### src/hdl/crs_pkg.sv
// Shared types and constants for the Chinese remainder solver.
// No dependencies; every other file of the block uses this package.
`default_nettype none

package crs_pkg;

   localparam int unsigned MAX_PAIRS_DEF    = 8;
   localparam int unsigned MODULUS_BITS_DEF = 32;
   localparam int unsigned FIELD_W          = 32;
   localparam int unsigned WORD_W           = 64;
   localparam int unsigned STATUS_W         = 2;

   typedef enum logic [STATUS_W-1:0] {
      STATUS_OK       = 2'd0,
      STATUS_OVERFLOW = 2'd1,
      STATUS_COMMON   = 2'd2
   } status_type;

   typedef enum logic {
      ARITH_MUL,
      ARITH_DIV
   } arith_op_type;

   typedef enum logic [4:0] {
      CMD_NONE, CMD_LOAD, CMD_INIT, CMD_FAIL_COP, CMD_PRD_GO, CMD_PRD_WT,
      CMD_GCD_INIT, CMD_LD_X, CMD_LD_Y, CMD_DIV_AB, CMD_GCD_WT, CMD_GCD_NEXT,
      CMD_SUM_INIT, CMD_SUM_LD, CMD_C_GO, CMD_C_WT, CMD_CM_GO, CMD_CM_WT,
      CMD_INV_DWT, CMD_INV_MGO, CMD_INV_MWT, CMD_INV_END, CMD_R_GO, CMD_R_WT,
      CMD_T_MGO, CMD_T_MWT, CMD_T_DGO, CMD_T_DWT, CMD_TC_GO, CMD_TC_WT,
      CMD_CLEAR
   } cmd_type;

   typedef struct packed {
      cmd_type op;
      logic    rd_j;
   } dp_cmd_type;

   typedef struct packed {
      logic arith_done;
      logic zero_seen;
      logic overflow;
      logic single;
      logic i_last;
      logic j_last;
      logic i_penult;
      logic ea_one;
      logic inv_stop;
      logic eb_zero;
   } dp_stat_type;

   typedef enum logic [5:0] {
      ST_IDLE, ST_CHK, ST_ZERO, ST_PRD_RD, ST_PRD_GO, ST_PRD_WT,
      ST_GCD_INIT, ST_GCD_RDI, ST_GCD_LDI, ST_GCD_LDJ, ST_GCD_TST, ST_GCD_GO,
      ST_GCD_WT, ST_GCD_END, ST_SUM_INIT, ST_SUM_RD, ST_SUM_LD, ST_C_GO,
      ST_C_WT, ST_CM_GO, ST_CM_WT, ST_INV_TST, ST_INV_DGO, ST_INV_DWT,
      ST_INV_MGO, ST_INV_MWT, ST_INV_END, ST_R_GO, ST_R_WT, ST_T_MGO,
      ST_T_MWT, ST_T_DGO, ST_T_DWT, ST_TC_GO, ST_TC_WT, ST_OUT
   } state_type;

endpackage

`default_nettype wire

### src/hdl/crs_ram.sv
// Generic single-write, single-read RAM with registered read data.
// Depends on crs_pkg for default sizes only.
`default_nettype none

module crs_ram #(
   parameter int unsigned WIDTH  = 2 * crs_pkg::MODULUS_BITS_DEF,
   parameter int unsigned DEPTH  = crs_pkg::MAX_PAIRS_DEF,
   parameter int unsigned ADDR_W = (DEPTH > 1) ? $clog2(DEPTH) : 1
) (
   input  logic              clock,
   input  logic              wr_en,
   input  logic [ADDR_W-1:0] wr_addr,
   input  logic [WIDTH-1:0]  wr_data,
   input  logic [ADDR_W-1:0] rd_addr,
   output logic [WIDTH-1:0]  rd_data
);

   logic [WIDTH-1:0] mem_ff [DEPTH];
   logic [WIDTH-1:0] rd_data_ff;

   always_ff @(posedge clock) begin
      if (wr_en) begin
         mem_ff[wr_addr] <= wr_data;
      end
      rd_data_ff <= mem_ff[rd_addr];
   end

   assign rd_data = rd_data_ff;

endmodule

`default_nettype wire

### src/hdl/crs_arith.sv
// Shared iterative unit: restoring 64-bit divider (one bit per cycle) and
// shift-add multiplier (one multiplier bit per cycle). Depends on crs_pkg.
`default_nettype none

module crs_arith #(
   parameter int unsigned MODULUS_BITS = crs_pkg::MODULUS_BITS_DEF
) (
   input  logic                                      clock,
   input  logic                                      reset,
   input  logic                                      start,
   input  crs_pkg::arith_op_type                     op,
   input  logic [crs_pkg::WORD_W-1:0]                opa,
   input  logic [crs_pkg::WORD_W-1:0]                opb,
   output logic                                      done,
   output logic [crs_pkg::WORD_W-1:0]                quo,
   output logic [crs_pkg::WORD_W-1:0]                rem,
   output logic [crs_pkg::WORD_W+MODULUS_BITS-1:0]   prod
);
   import crs_pkg::*;

   localparam int unsigned MB    = MODULUS_BITS;
   localparam int unsigned PW    = WORD_W + MB;
   localparam int unsigned CNT_W = $clog2(WORD_W + 1);

   logic             busy_ff, busy_in;
   logic             done_ff, done_in;
   arith_op_type     op_ff, op_in;
   logic [CNT_W-1:0] cnt_ff, cnt_in;
   logic [WORD_W-1:0] num_ff, num_in;
   logic [WORD_W-1:0] den_ff, den_in;
   logic [WORD_W-1:0] rem_ff, rem_in;
   logic [PW-1:0]     acc_ff, acc_in;
   logic [WORD_W-1:0] mpa_ff, mpa_in;
   logic [MB-1:0]     mpb_ff, mpb_in;

   logic [WORD_W:0]   trial;
   logic [WORD_W:0]   diff;
   logic              ge;
   logic [PW-1:0]     addend;

   always_comb begin
      trial  = {rem_ff, num_ff[WORD_W-1]};
      diff   = trial - {1'b0, den_ff};
      ge     = (trial >= {1'b0, den_ff});
      addend = mpb_ff[MB-1] ? {{MB{1'b0}}, mpa_ff} : '0;

      busy_in = busy_ff;
      done_in = 1'b0;
      op_in   = op_ff;
      cnt_in  = cnt_ff;
      num_in  = num_ff;
      den_in  = den_ff;
      rem_in  = rem_ff;
      acc_in  = acc_ff;
      mpa_in  = mpa_ff;
      mpb_in  = mpb_ff;

      if (start) begin
         busy_in = 1'b1;
         op_in   = op;
         cnt_in  = (op == ARITH_DIV) ? CNT_W'(WORD_W) : CNT_W'(MB);
         num_in  = opa;
         den_in  = opb;
         rem_in  = '0;
         acc_in  = '0;
         mpa_in  = opa;
         mpb_in  = opb[MB-1:0];
      end else if (busy_ff) begin
         // advance one quotient bit or one multiplier bit
         if (op_ff == ARITH_DIV) begin
            rem_in = ge ? diff[WORD_W-1:0] : trial[WORD_W-1:0];
            num_in = {num_ff[WORD_W-2:0], ge};
         end else begin
            acc_in = {acc_ff[PW-2:0], 1'b0} + addend;
            mpb_in = {mpb_ff[MB-2:0], 1'b0};
         end
         cnt_in = cnt_ff - CNT_W'(1);
         if (cnt_ff == CNT_W'(1)) begin
            busy_in = 1'b0;
            done_in = 1'b1;
         end
      end
   end

   always_ff @(posedge clock) begin
      if (reset) begin
         busy_ff <= 1'b0;
         done_ff <= 1'b0;
      end else begin
         busy_ff <= busy_in;
         done_ff <= done_in;
      end
      op_ff  <= op_in;
      cnt_ff <= cnt_in;
      num_ff <= num_in;
      den_ff <= den_in;
      rem_ff <= rem_in;
      acc_ff <= acc_in;
      mpa_ff <= mpa_in;
      mpb_ff <= mpb_in;
   end

   assign done = done_ff;
   assign quo  = num_ff;
   assign rem  = rem_ff;
   assign prod = acc_ff;

endmodule

`default_nettype wire

### src/hdl/crs_dp.sv
// Datapath of the solver: pair store, working registers and the shared
// arithmetic unit. Depends on crs_pkg, crs_ram and crs_arith.
`default_nettype none

module crs_dp #(
   parameter int unsigned MAX_PAIRS    = crs_pkg::MAX_PAIRS_DEF,
   parameter int unsigned MODULUS_BITS = crs_pkg::MODULUS_BITS_DEF
) (
   input  logic                          clock,
   input  logic                          reset,
   input  crs_pkg::dp_cmd_type           cmd,
   output crs_pkg::dp_stat_type          stat,
   input  logic [crs_pkg::FIELD_W-1:0]   req_modulus,
   input  logic [crs_pkg::FIELD_W-1:0]   req_remainder,
   output logic [crs_pkg::WORD_W-1:0]    rsp_solution,
   output logic [crs_pkg::STATUS_W-1:0]  rsp_status
);
   import crs_pkg::*;

   localparam int unsigned MB    = MODULUS_BITS;
   localparam int unsigned PW    = WORD_W + MB;
   localparam int unsigned CNT_W = $clog2(MAX_PAIRS + 1);
   localparam int unsigned EW    = CNT_W + 1;
   localparam int unsigned IDX_W = (MAX_PAIRS > 1) ? $clog2(MAX_PAIRS) : 1;
   localparam int unsigned RAM_W = 2 * MB;
   localparam int unsigned PAD_W = WORD_W - MB;

   logic [CNT_W-1:0]  cnt_ff, cnt_in;
   logic              zero_ff, zero_in;
   logic [CNT_W-1:0]  i_ff, i_in;
   logic [CNT_W-1:0]  j_ff, j_in;
   logic [WORD_W-1:0] prd_ff, prd_in;
   logic [WORD_W-1:0] sum_ff, sum_in;
   logic [MB-1:0]     m_ff, m_in;
   logic [MB-1:0]     r_ff, r_in;
   logic [WORD_W-1:0] c_ff, c_in;
   logic [WORD_W-1:0] ea_ff, ea_in;
   logic [MB-1:0]     eb_ff, eb_in;
   logic [MB-1:0]     q_ff, q_in;
   logic [MB-1:0]     t_ff, t_in;
   logic [WORD_W-1:0] prev_ff, prev_in;
   logic [WORD_W-1:0] cur_ff, cur_in;
   status_type        status_ff, status_in;

   logic              we;
   logic [RAM_W-1:0]  rd_data;
   logic [MB-1:0]     rd_mod;
   logic [MB-1:0]     rd_rem;
   logic [MB-1:0]     in_mod;
   logic [MB-1:0]     in_rem;
   logic [IDX_W-1:0]  rd_addr;

   logic              ar_start;
   arith_op_type      ar_op;
   logic [WORD_W-1:0] ar_a, ar_b;
   logic              ar_done;
   logic [WORD_W-1:0] ar_quo, ar_rem;
   logic [PW-1:0]     ar_prod;

   logic [EW-1:0]     i_nx1, i_nx2, j_nx1;
   logic [WORD_W:0]   acc_sum;
   logic [WORD_W-1:0] inv_val;

   assign in_mod  = req_modulus[MB-1:0];
   assign in_rem  = req_remainder[MB-1:0];
   assign rd_mod  = rd_data[MB-1:0];
   assign rd_rem  = rd_data[RAM_W-1:MB];
   assign rd_addr = cmd.rd_j ? j_ff[IDX_W-1:0] : i_ff[IDX_W-1:0];
   assign we      = (cmd.op == CMD_LOAD) && (cnt_ff < CNT_W'(MAX_PAIRS));

   crs_ram #(
      .WIDTH (RAM_W),
      .DEPTH (MAX_PAIRS)
   ) u_ram (
      .clock   (clock),
      .wr_en   (we),
      .wr_addr (cnt_ff[IDX_W-1:0]),
      .wr_data ({in_rem, in_mod}),
      .rd_addr (rd_addr),
      .rd_data (rd_data)
   );

   crs_arith #(
      .MODULUS_BITS (MB)
   ) u_arith (
      .clock (clock),
      .reset (reset),
      .start (ar_start),
      .op    (ar_op),
      .opa   (ar_a),
      .opb   (ar_b),
      .done  (ar_done),
      .quo   (ar_quo),
      .rem   (ar_rem),
      .prod  (ar_prod)
   );

   assign i_nx1   = EW'(i_ff) + EW'(1);
   assign i_nx2   = EW'(i_ff) + EW'(2);
   assign j_nx1   = EW'(j_ff) + EW'(1);
   assign acc_sum = {1'b0, sum_ff} + {1'b0, ar_prod[WORD_W-1:0]};
   assign inv_val = (m_ff == MB'(1)) ? '0 :
                    (cur_ff[WORD_W-1] ? cur_ff + {{PAD_W{1'b0}}, m_ff} : cur_ff);

   // operand selection for the shared unit
   always_comb begin
      ar_start = 1'b0;
      ar_op    = ARITH_DIV;
      ar_a     = '0;
      ar_b     = '0;
      unique case (cmd.op)
         CMD_PRD_GO: begin
            ar_start = 1'b1;
            ar_op    = ARITH_MUL;
            ar_a     = prd_ff;
            ar_b     = {{PAD_W{1'b0}}, rd_mod};
         end
         CMD_DIV_AB: begin
            ar_start = 1'b1;
            ar_a     = ea_ff;
            ar_b     = {{PAD_W{1'b0}}, eb_ff};
         end
         CMD_C_GO: begin
            ar_start = 1'b1;
            ar_a     = prd_ff;
            ar_b     = {{PAD_W{1'b0}}, m_ff};
         end
         CMD_CM_GO: begin
            ar_start = 1'b1;
            ar_a     = c_ff;
            ar_b     = {{PAD_W{1'b0}}, m_ff};
         end
         CMD_INV_MGO: begin
            ar_start = 1'b1;
            ar_op    = ARITH_MUL;
            ar_a     = prev_ff;
            ar_b     = {{PAD_W{1'b0}}, q_ff};
         end
         CMD_R_GO: begin
            ar_start = 1'b1;
            ar_a     = {{PAD_W{1'b0}}, r_ff};
            ar_b     = {{PAD_W{1'b0}}, m_ff};
         end
         CMD_T_MGO: begin
            ar_start = 1'b1;
            ar_op    = ARITH_MUL;
            ar_a     = ea_ff;
            ar_b     = {{PAD_W{1'b0}}, t_ff};
         end
         CMD_T_DGO: begin
            ar_start = 1'b1;
            ar_a     = ea_ff;
            ar_b     = {{PAD_W{1'b0}}, m_ff};
         end
         CMD_TC_GO: begin
            ar_start = 1'b1;
            ar_op    = ARITH_MUL;
            ar_a     = c_ff;
            ar_b     = {{PAD_W{1'b0}}, t_ff};
         end
         default: begin
            ar_start = 1'b0;
         end
      endcase
   end

   // register updates
   always_comb begin
      cnt_in    = cnt_ff;
      zero_in   = zero_ff;
      i_in      = i_ff;
      j_in      = j_ff;
      prd_in    = prd_ff;
      sum_in    = sum_ff;
      m_in      = m_ff;
      r_in      = r_ff;
      c_in      = c_ff;
      ea_in     = ea_ff;
      eb_in     = eb_ff;
      q_in      = q_ff;
      t_in      = t_ff;
      prev_in   = prev_ff;
      cur_in    = cur_ff;
      status_in = status_ff;
      unique case (cmd.op)
         CMD_LOAD: begin
            if (we) begin
               cnt_in = CNT_W'(i_nx1 - i_nx1) + cnt_ff + CNT_W'(1);
               if (in_mod == '0) begin
                  zero_in = 1'b1;
               end
            end
         end
         CMD_INIT: begin
            i_in      = '0;
            prd_in    = WORD_W'(1);
            status_in = STATUS_OK;
         end
         CMD_FAIL_COP: begin
            status_in = STATUS_COMMON;
         end
         CMD_PRD_WT: begin
            if (ar_done) begin
               if (stat.overflow) begin
                  status_in = STATUS_OVERFLOW;
               end else begin
                  prd_in = ar_prod[WORD_W-1:0];
                  i_in   = i_nx1[CNT_W-1:0];
               end
            end
         end
         CMD_GCD_INIT: begin
            i_in = '0;
            j_in = CNT_W'(1);
         end
         CMD_LD_X: begin
            ea_in = {{PAD_W{1'b0}}, rd_mod};
         end
         CMD_LD_Y: begin
            eb_in = rd_mod;
         end
         CMD_GCD_WT: begin
            if (ar_done) begin
               ea_in = {{PAD_W{1'b0}}, eb_ff};
               eb_in = ar_rem[MB-1:0];
            end
         end
         CMD_GCD_NEXT: begin
            priority if (ea_ff != WORD_W'(1)) begin
               status_in = STATUS_COMMON;
            end else if (stat.j_last) begin
               i_in = i_nx1[CNT_W-1:0];
               j_in = i_nx2[CNT_W-1:0];
            end else begin
               j_in = j_nx1[CNT_W-1:0];
            end
         end
         CMD_SUM_INIT: begin
            i_in   = '0;
            sum_in = '0;
         end
         CMD_SUM_LD: begin
            m_in = rd_mod;
            r_in = rd_rem;
         end
         CMD_C_WT: begin
            if (ar_done) begin
               c_in = ar_quo;
            end
         end
         CMD_CM_WT: begin
            if (ar_done) begin
               ea_in   = ar_rem;
               eb_in   = m_ff;
               prev_in = '0;
               cur_in  = WORD_W'(1);
            end
         end
         CMD_INV_DWT: begin
            if (ar_done) begin
               q_in  = ar_quo[MB-1:0];
               ea_in = {{PAD_W{1'b0}}, eb_ff};
               eb_in = ar_rem[MB-1:0];
            end
         end
         CMD_INV_MWT: begin
            if (ar_done) begin
               prev_in = cur_ff - ar_prod[WORD_W-1:0];
               cur_in  = prev_ff;
            end
         end
         CMD_INV_END: begin
            t_in = inv_val[MB-1:0];
         end
         CMD_R_WT: begin
            if (ar_done) begin
               ea_in = ar_rem;
            end
         end
         CMD_T_MWT: begin
            if (ar_done) begin
               ea_in = ar_prod[WORD_W-1:0];
            end
         end
         CMD_T_DWT: begin
            if (ar_done) begin
               t_in = ar_rem[MB-1:0];
            end
         end
         CMD_TC_WT: begin
            if (ar_done) begin
               // fold the term in modulo the product
               if (acc_sum[WORD_W] || (acc_sum[WORD_W-1:0] >= prd_ff)) begin
                  sum_in = acc_sum[WORD_W-1:0] - prd_ff;
               end else begin
                  sum_in = acc_sum[WORD_W-1:0];
               end
               i_in = i_nx1[CNT_W-1:0];
            end
         end
         CMD_CLEAR: begin
            cnt_in  = '0;
            zero_in = 1'b0;
         end
         default: begin
            cnt_in = cnt_ff;
         end
      endcase
   end

   always_ff @(posedge clock) begin
      if (reset) begin
         cnt_ff  <= '0;
         zero_ff <= 1'b0;
      end else begin
         cnt_ff  <= cnt_in;
         zero_ff <= zero_in;
      end
      i_ff      <= i_in;
      j_ff      <= j_in;
      prd_ff    <= prd_in;
      sum_ff    <= sum_in;
      m_ff      <= m_in;
      r_ff      <= r_in;
      c_ff      <= c_in;
      ea_ff     <= ea_in;
      eb_ff     <= eb_in;
      q_ff      <= q_in;
      t_ff      <= t_in;
      prev_ff   <= prev_in;
      cur_ff    <= cur_in;
      status_ff <= status_in;
   end

   always_comb begin
      stat.arith_done = ar_done;
      stat.zero_seen  = zero_ff;
      stat.overflow   = |ar_prod[PW-1:WORD_W];
      stat.single     = (cnt_ff == CNT_W'(1));
      stat.i_last     = (i_nx1 == EW'(cnt_ff));
      stat.j_last     = (j_nx1 == EW'(cnt_ff));
      stat.i_penult   = (i_nx2 == EW'(cnt_ff));
      stat.ea_one     = (ea_ff == WORD_W'(1));
      stat.eb_zero    = (eb_ff == '0);
      stat.inv_stop   = (m_ff == MB'(1)) || (ea_ff <= WORD_W'(1)) || (eb_ff == '0);
   end

   assign rsp_solution = (status_ff == STATUS_OK) ? sum_ff : '0;
   assign rsp_status   = status_ff;

endmodule

`default_nettype wire

### src/hdl/crs_ctrl.sv
// Controller of the solver: sequences load, product, coprime check and
// accumulation through command and status structs. Depends on crs_pkg.
`default_nettype none

module crs_ctrl (
   input  logic                  clock,
   input  logic                  reset,
   input  logic                  req_valid,
   input  logic                  req_last,
   input  logic                  rsp_stall,
   input  crs_pkg::dp_stat_type  stat,
   output crs_pkg::dp_cmd_type   cmd,
   output logic                  req_stall,
   output logic                  rsp_valid
);
   import crs_pkg::*;

   state_type state_ff, state_in;

   always_comb begin
      state_in = state_ff;
      unique case (state_ff)
         ST_IDLE:     if (req_valid && req_last) state_in = ST_CHK;
         ST_CHK:      state_in = stat.zero_seen ? ST_ZERO : ST_PRD_RD;
         ST_ZERO:     state_in = ST_OUT;
         ST_PRD_RD:   state_in = ST_PRD_GO;
         ST_PRD_GO:   state_in = ST_PRD_WT;
         ST_PRD_WT: begin
            if (stat.arith_done) begin
               priority if (stat.overflow) state_in = ST_OUT;
               else if (stat.i_last)       state_in = ST_GCD_INIT;
               else                        state_in = ST_PRD_RD;
            end
         end
         ST_GCD_INIT: state_in = stat.single ? ST_SUM_INIT : ST_GCD_RDI;
         ST_GCD_RDI:  state_in = ST_GCD_LDI;
         ST_GCD_LDI:  state_in = ST_GCD_LDJ;
         ST_GCD_LDJ:  state_in = ST_GCD_TST;
         ST_GCD_TST:  state_in = stat.eb_zero ? ST_GCD_END : ST_GCD_GO;
         ST_GCD_GO:   state_in = ST_GCD_WT;
         ST_GCD_WT:   if (stat.arith_done) state_in = ST_GCD_TST;
         ST_GCD_END: begin
            priority if (!stat.ea_one)              state_in = ST_OUT;
            else if (stat.i_penult && stat.j_last)  state_in = ST_SUM_INIT;
            else                                    state_in = ST_GCD_RDI;
         end
         ST_SUM_INIT: state_in = ST_SUM_RD;
         ST_SUM_RD:   state_in = ST_SUM_LD;
         ST_SUM_LD:   state_in = ST_C_GO;
         ST_C_GO:     state_in = ST_C_WT;
         ST_C_WT:     if (stat.arith_done) state_in = ST_CM_GO;
         ST_CM_GO:    state_in = ST_CM_WT;
         ST_CM_WT:    if (stat.arith_done) state_in = ST_INV_TST;
         ST_INV_TST:  state_in = stat.inv_stop ? ST_INV_END : ST_INV_DGO;
         ST_INV_DGO:  state_in = ST_INV_DWT;
         ST_INV_DWT:  if (stat.arith_done) state_in = ST_INV_MGO;
         ST_INV_MGO:  state_in = ST_INV_MWT;
         ST_INV_MWT:  if (stat.arith_done) state_in = ST_INV_TST;
         ST_INV_END:  state_in = ST_R_GO;
         ST_R_GO:     state_in = ST_R_WT;
         ST_R_WT:     if (stat.arith_done) state_in = ST_T_MGO;
         ST_T_MGO:    state_in = ST_T_MWT;
         ST_T_MWT:    if (stat.arith_done) state_in = ST_T_DGO;
         ST_T_DGO:    state_in = ST_T_DWT;
         ST_T_DWT:    if (stat.arith_done) state_in = ST_TC_GO;
         ST_TC_GO:    state_in = ST_TC_WT;
         ST_TC_WT: begin
            if (stat.arith_done) begin
               state_in = stat.i_last ? ST_OUT : ST_SUM_RD;
            end
         end
         ST_OUT:      if (!rsp_stall) state_in = ST_IDLE;
         default:     state_in = ST_IDLE;
      endcase
   end

   always_comb begin
      cmd.op    = CMD_NONE;
      cmd.rd_j  = 1'b0;
      req_stall = 1'b1;
      rsp_valid = 1'b0;
      unique case (state_ff)
         ST_IDLE: begin
            req_stall = 1'b0;
            if (req_valid) cmd.op = CMD_LOAD;
         end
         ST_CHK:      cmd.op = CMD_INIT;
         ST_ZERO:     cmd.op = CMD_FAIL_COP;
         ST_PRD_GO:   cmd.op = CMD_PRD_GO;
         ST_PRD_WT:   cmd.op = CMD_PRD_WT;
         ST_GCD_INIT: cmd.op = CMD_GCD_INIT;
         ST_GCD_LDI: begin
            cmd.op   = CMD_LD_X;
            cmd.rd_j = 1'b1;
         end
         ST_GCD_LDJ:  cmd.op = CMD_LD_Y;
         ST_GCD_GO:   cmd.op = CMD_DIV_AB;
         ST_GCD_WT:   cmd.op = CMD_GCD_WT;
         ST_GCD_END:  cmd.op = CMD_GCD_NEXT;
         ST_SUM_INIT: cmd.op = CMD_SUM_INIT;
         ST_SUM_LD:   cmd.op = CMD_SUM_LD;
         ST_C_GO:     cmd.op = CMD_C_GO;
         ST_C_WT:     cmd.op = CMD_C_WT;
         ST_CM_GO:    cmd.op = CMD_CM_GO;
         ST_CM_WT:    cmd.op = CMD_CM_WT;
         ST_INV_DGO:  cmd.op = CMD_DIV_AB;
         ST_INV_DWT:  cmd.op = CMD_INV_DWT;
         ST_INV_MGO:  cmd.op = CMD_INV_MGO;
         ST_INV_MWT:  cmd.op = CMD_INV_MWT;
         ST_INV_END:  cmd.op = CMD_INV_END;
         ST_R_GO:     cmd.op = CMD_R_GO;
         ST_R_WT:     cmd.op = CMD_R_WT;
         ST_T_MGO:    cmd.op = CMD_T_MGO;
         ST_T_MWT:    cmd.op = CMD_T_MWT;
         ST_T_DGO:    cmd.op = CMD_T_DGO;
         ST_T_DWT:    cmd.op = CMD_T_DWT;
         ST_TC_GO:    cmd.op = CMD_TC_GO;
         ST_TC_WT:    cmd.op = CMD_TC_WT;
         ST_OUT: begin
            rsp_valid = 1'b1;
            if (!rsp_stall) cmd.op = CMD_CLEAR;
         end
         default:     cmd.op = CMD_NONE;
      endcase
   end

   always_ff @(posedge clock) begin
      if (reset) begin
         state_ff <= ST_IDLE;
      end else begin
         state_ff <= state_in;
      end
   end

endmodule

`default_nettype wire

### src/hdl/chinese_remainder_solver.sv
// Top level of the Chinese remainder solver: controller plus datapath.
// Depends on crs_pkg, crs_ctrl and crs_dp (which holds crs_ram, crs_arith).
//
//   channel  | ports                                   | direction
//   ---------+-----------------------------------------+----------
//   request  | req_valid/req_stall, modulus, remainder, | in
//            | last                                     |
//   response | rsp_valid/rsp_stall, solution, status    | out
//
// A pair without last is stored and the request side stays open for the
// next pair. A pair marked last starts the solve, which runs divides and
// multiplies in turn on one shared unit. For n pairs that is n multiplies
// for the product, one divide per Euclid step of each of the n*(n-1)/2
// coprime checks, and per pair four divides, two multiplies and one
// divide plus one multiply per inverse step. The request side stalls for
// the whole solve and while the result waits; reset clears the pair count
// and state but leaves the pair store untouched, since unwritten entries
// are never read.
`default_nettype none

module chinese_remainder_solver #(
   parameter int unsigned MAX_PAIRS    = crs_pkg::MAX_PAIRS_DEF,
   parameter int unsigned MODULUS_BITS = crs_pkg::MODULUS_BITS_DEF
) (
   input  logic                          clock,
   input  logic                          reset,
   input  logic                          req_valid,
   output logic                          req_stall,
   input  logic [crs_pkg::FIELD_W-1:0]   req_modulus,
   input  logic [crs_pkg::FIELD_W-1:0]   req_remainder,
   input  logic                          req_last,
   output logic                          rsp_valid,
   input  logic                          rsp_stall,
   output logic [crs_pkg::WORD_W-1:0]    rsp_solution,
   output logic [crs_pkg::STATUS_W-1:0]  rsp_status
);
   import crs_pkg::*;

   dp_cmd_type  cmd;
   dp_stat_type stat;

   // sequence the solve
   crs_ctrl u_ctrl (
      .clock     (clock),
      .reset     (reset),
      .req_valid (req_valid),
      .req_last  (req_last),
      .rsp_stall (rsp_stall),
      .stat      (stat),
      .cmd       (cmd),
      .req_stall (req_stall),
      .rsp_valid (rsp_valid)
   );

   // hold pairs, working registers and the shared divide/multiply unit
   crs_dp #(
      .MAX_PAIRS    (MAX_PAIRS),
      .MODULUS_BITS (MODULUS_BITS)
   ) u_dp (
      .clock         (clock),
      .reset         (reset),
      .cmd           (cmd),
      .stat          (stat),
      .req_modulus   (req_modulus),
      .req_remainder (req_remainder),
      .rsp_solution  (rsp_solution),
      .rsp_status    (rsp_status)
   );

endmodule

`default_nettype wire

### config.mk
export PLATFORM = sky130hd
export DESIGN_NAME = chinese_remainder_solver
export DESIGN_NICKNAME = d
export VERILOG_FILES = /design/src/hdl/crs_pkg.sv /design/src/hdl/crs_ram.sv /design/src/hdl/crs_arith.sv /design/src/hdl/crs_dp.sv /design/src/hdl/crs_ctrl.sv /design/src/hdl/chinese_remainder_solver.sv
export SDC_FILE = /design/constraint.sdc
export NUM_CORES = 2
export LEC_CHECK = 0
export BUFFER_PORTS_ARGS = -buffer_cell sky130_fd_sc_hd__clkbuf_2
export CAP_MARGIN = 20
export CORE_MARGIN = 3
export CORE_UTILIZATION = 60
export CTS_BUF_LIST = sky130_fd_sc_hd__clkbuf_8 sky130_fd_sc_hd__clkbuf_16
export DETAILED_ROUTE_END_ITERATION = 8
export HOLD_SLACK_MARGIN = 0.15
export PLACE_DENSITY = 0.77
export RECOVER_POWER = 50
export SLEW_MARGIN = 25
export SYNTH_ARGS = -nofsm -noshare
export SYNTH_HDL_FRONTEND = slang
export SYNTH_SLANG_ARGS = --single-unit
### constraint.sdc
create_clock -name clock -period 18.95 [get_ports clock]
set_clock_uncertainty 0.05 [all_clocks]
set_input_delay 0 -clock clock [delete_from_list [all_inputs] [get_ports clock]]
set_output_delay 0 -clock clock [all_outputs]
set_load 0.01 [all_outputs]
==> results.py <==
metrics = {
    "status": {
        "run_status": "finished, violations left",
        "violations": "design-rule violations, max-capacitance violations, max-slew violations",
    },
    "yosys": {
        "synth_most_common_cell": "sky130_fd_sc_hd__edfxtp_1",
        "yosys_register_bits": 1503,
        "dominant_combinational_cell_family_by_area_after_synthesis": "compound AO/OA/AOI/OAI gates",
        "synth_async_sr_flop_share_pct": 0,
        "post_synth_xor_area_fraction_pct": 4.048,
        "post-synth-top-area-cell": "sky130_fd_sc_hd__edfxtp_1",
        "synth-seq-area-share_pct": 54.74,
        "yosys.area_share.simple_pct": 12.73,
        "area_share_of_the_largest_cell_type_after_synthesis_pct": 48.67,
        "synth-warning-count": 0,
        "yosys.area_share.adder_pct": 5.375,
        "synth.cells.most_frequent": "1,266 x sky130_fd_sc_hd__edfxtp_1, 672 x sky130_fd_sc_hd__nand2_1, 492 x sky130_fd_sc_hd__nor2_1",
        "share_of_the_synthesized_area_in_compound_gates_ao_oa_aoi_oai_pct": 14.50,
        "synth_fp_nets": 7286,
        "synth_ff_type": "sky130_fd_sc_hd__edfxtp_1",
        "synth.avg_cell_area_um2": 11.35,
        "synth-edff-count": 1266,
        "synth.area.top_cells": "sky130_fd_sc_hd__edfxtp_1 49%, sky130_fd_sc_hd__dfxtp_1 6.1%, sky130_fd_sc_hd__ha_1 5.2%",
        "syn-instance-count": 6885,
        "mappedNetlistArea_um2": 78110,
        "synth_cell_type_count": 78,
        "share_of_cell_area_taken_by_muxes_after_synthesis_pct": 5.582,
    },
    "finish": {
        "final_layout_size_suffix_gt1_share_pct": 9.402,
        "footprint_of_the_multi_input_gates_um2": 33210,
        "final_net_count": 7436,
        "syn2layout_area_growth_pct": 11.36,
        "layout.filler_cells": 9216,
        "ff_latch_area_um2": 42760,
        "finalCoreUtilization_pct": 67.78,
    },
    "sta": {
        "post-route-min-period_ns": 10.47,
        "fin_worst_hold_slack_ns": 0.3600,
        "maxSlewHeadroom_pct": -223.3,
        "tightestPinTransition_ns": 4.849,
        "min_period_over_period_pct": 55.26,
        "grt_setup_unrepaired": "false",
        "final_hold_viol_count": 0,
        "layout_setup_ws_ns": 8.478,
        "max_clock_freq_mhz": 95.49,
        "final-max-slew-violation-count": 962,
        "setup_viol_count_final": 0,
        "finalSetupTns_ns": 0,
    },
    "place": {
        "dp_hpwl_um": 171300,
        "globalplace.congestion": 1.019,
        "port_buffers": 136,
        "preCtsSetupSlack_ns": 10.91,
    },
    "drt": {
        "antenna_left": 0,
        "wl_per_cell_um": 28.89,
        "first_iter_violations": 8176,
        "vias": 60375,
        "drt-total-wl_um": 257200,
        "first_pass_iters": 9,
        "drc": 13,
        "vias_per_cell": 6.780,
    },
    "floorplanning": {
        "design.die.area_um2": 134600,
        "floorplan.io_pins": 137,
        "core_um2": 128300,
        "die_h_um": 366.8,
        "placementRows": 131,
        "die-width_um": 366.8,
        "starting_density_of_the_core_pct": 60.87,
    },
    "clock_network": {
        "ctsLongestPathBuffers": 3,
        "worstSkewPairLatency_ns": 0.86,
        "postCtsSetupRepairBufs": 0,
        "clkTransAtPathRegs_ns": 0.07,
        "tritoncts": "done",
        "clock-sinks": 1503,
        "post_cts.resized_instances": 0,
        "cts_buffers": 157,
        "cts-root-buf": "sky130_fd_sc_hd__clkbuf_16",
        "cts_htree_levels": 4,
    },
    "global_routing": {
        "grt.overflow.total": 0,
        "globalRouteTotalUtil_pct": 37.32,
        "global_route_wire_length_before_repair_um": 376100,
        "antenna_violations_before_repair": 17,
        "first_global_vias": 58109,
        "grt_max_degree": 128,
    },
    "pwr": {
        "total_power_per_unit_cell_area_nw_per_um2": 167.1,
        "leakage_nw": 31.87,
        "finalPower_mw": 14.54,
        "vdd.ir_drop.worst_mv": 0.1535,
    },
    "critical_path": {
        "worstSetupStartpointType": "flip-flop",
        "cp_max_fo": 67,
        "worstPathArrival_ns": 11.10,
        "path_class": "flip-flop to flip-flop",
        "kind_of_end_point_of_the_critical_path": "flip-flop",
        "worstPathRequired_ns": 19.58,
    },
    "min_path": {
        "hp-class": "flip-flop to flip-flop",
    },
    "flow_run": {
        "timing.max_cap.violations": 20,
    },
}
-- kinds of logic (layout without fill, tap and decap cells) --
family,after synthesis,count (layout)
flops,1503,1503
simple gates,2086,2086
mux,267,267
buf+inv,621,905
compound gates,1715,1715
fa+ha+maj,332,332
other cells,0,7
xor+xnor,361,361
-- routing by layer --
| layer | up-vias | share of wire [%] | GRT usage [%] |
|---|---|---|---|
| li1 | 26213 | - | - |
| met1 | 29380 | 35 | 44.96 |
| met2 | 3847 | 47 | 60.31 |
| met3 | 927 | 9.3 | 7.286 |
| met4 | 8 | 8.7 | 26.82 |
| met5 | - | 0.019 | 0 |
-- state kept, by name, summed over array words and instances (netlist names), 64 cells and up --
signal / count
u_dp.prev_ff: 64
u_dp.prd_ff: 64
u_dp.u_arith.prod: 96
u_dp.c_ff: 64
u_dp.sum_ff: 64
u_dp.u_ram.rd_data: 64
u_dp.cur_ff: 64
u_dp.u_arith.mpa_ff: 64
u_dp.u_arith.rem: 64
u_dp.ea_ff: 64
u_dp.u_arith.quo: 64
u_dp.u_ram.mem_ff: 512
-- placed cells by master (no fill, tap or decap), types with 69 or more instances in the layout --
cell,instances
sky130_fd_sc_hd__a21oi_1,477
sky130_fd_sc_hd__nand3_1,136
sky130_fd_sc_hd__ha_1,326
sky130_fd_sc_hd__and2_0,104
sky130_fd_sc_hd__xnor2_1,211
sky130_fd_sc_hd__nor4_1,84
sky130_fd_sc_hd__o21ai_0,313
sky130_fd_sc_hd__edfxtp_1,1266
sky130_fd_sc_hd__inv_1,283
sky130_fd_sc_hd__a211oi_1,70
sky130_fd_sc_hd__a22oi_1,70
sky130_fd_sc_hd__nor3_1,117
sky130_fd_sc_hd__and2_1,103
sky130_fd_sc_hd__nand2_1,670
sky130_fd_sc_hd__dfxtp_1,237
sky130_fd_sc_hd__dlygate4sd3_1,135
sky130_fd_sc_hd__a21o_1,268
sky130_fd_sc_hd__nand4_1,121
sky130_fd_sc_hd__mux2_2,69
sky130_fd_sc_hd__clkbuf_2,94
sky130_fd_sc_hd__mux4_2,128
sky130_fd_sc_hd__nor2_1,480
sky130_fd_sc_hd__xor2_1,150
sky130_fd_sc_hd__clkbuf_16,157
sky130_fd_sc_hd__a22o_1,78
-- final timing paths --
kind	from	to	slack (ns)	depth (start not counted)
setup / recovery	u_ctrl.state_ff[1]$_SDFFE_PP0P_	u_dp.u_arith.prod[46]$_SDFFE_PN0P_	8.48	11
hold / removal	u_dp.u_ram.rd_data[32]$_DFF_P_	u_dp.r_ff[0]$_DFFE_PN_	0.36	0
setup reg to reg	u_ctrl.state_ff[1]$_SDFFE_PP0P_	u_dp.u_arith.prod[46]$_SDFFE_PN0P_	8.48	11
hold reg to reg	u_dp.u_ram.rd_data[32]$_DFF_P_	u_dp.r_ff[0]$_DFFE_PN_	0.36	0
-- power breakdown --
group	internal, mW	switching [mW]	leakage (nW)
Combinational	2.51	3.89	15.9
Sequential	4.29	0.660	13.3
Clock	1.76	1.43	2.68
Total	8.56	5.98	31.9
-- worst max-delay path: stages, from the launching register on --
cell                         delay, ns
sky130_fd_sc_hd__dfxtp_1          0.31
sky130_fd_sc_hd__clkbuf_1         0.86
sky130_fd_sc_hd__nor2_1           0.47
sky130_fd_sc_hd__a22o_1           0.32
sky130_fd_sc_hd__a221o_1          0.35
sky130_fd_sc_hd__a21boi_4         0.17
sky130_fd_sc_hd__clkbuf_1         1.53
sky130_fd_sc_hd__clkinvlp_2       3.46
sky130_fd_sc_hd__buf_4            1.14
sky130_fd_sc_hd__nor2_1           0.28
sky130_fd_sc_hd__clkinv_2         0.74
sky130_fd_sc_hd__o22ai_1          0.52
-- timing repair --
action	CTS	global route
hold buffers	135	0
setup endpoints to repair	0	0
hold endpoints to repair	553	0
-- through the flow --
stage          cells  instance area [um^2]
6_report        8905                 86990
2_1_floorplan   6885                 78110
3_3_place_gp    8469                 80500
3_5_place_dp    8469                 80510
5_1_grt         8900                 86980
4_1_cts         8897                 87160
-- final cells by class --
cell class	instances	share of cell area [%]
repair buffers	357	2.969
flip-flops and latches	1503	49.16
diodes	7	0.02014
multi-input cells	4761	38.18
inverters	255	1.103
clock buffers	168	4.690
well taps	1729	2.487
clock inverters	125	1.398
Note: power is estimated with default switching activity, not from simulation.
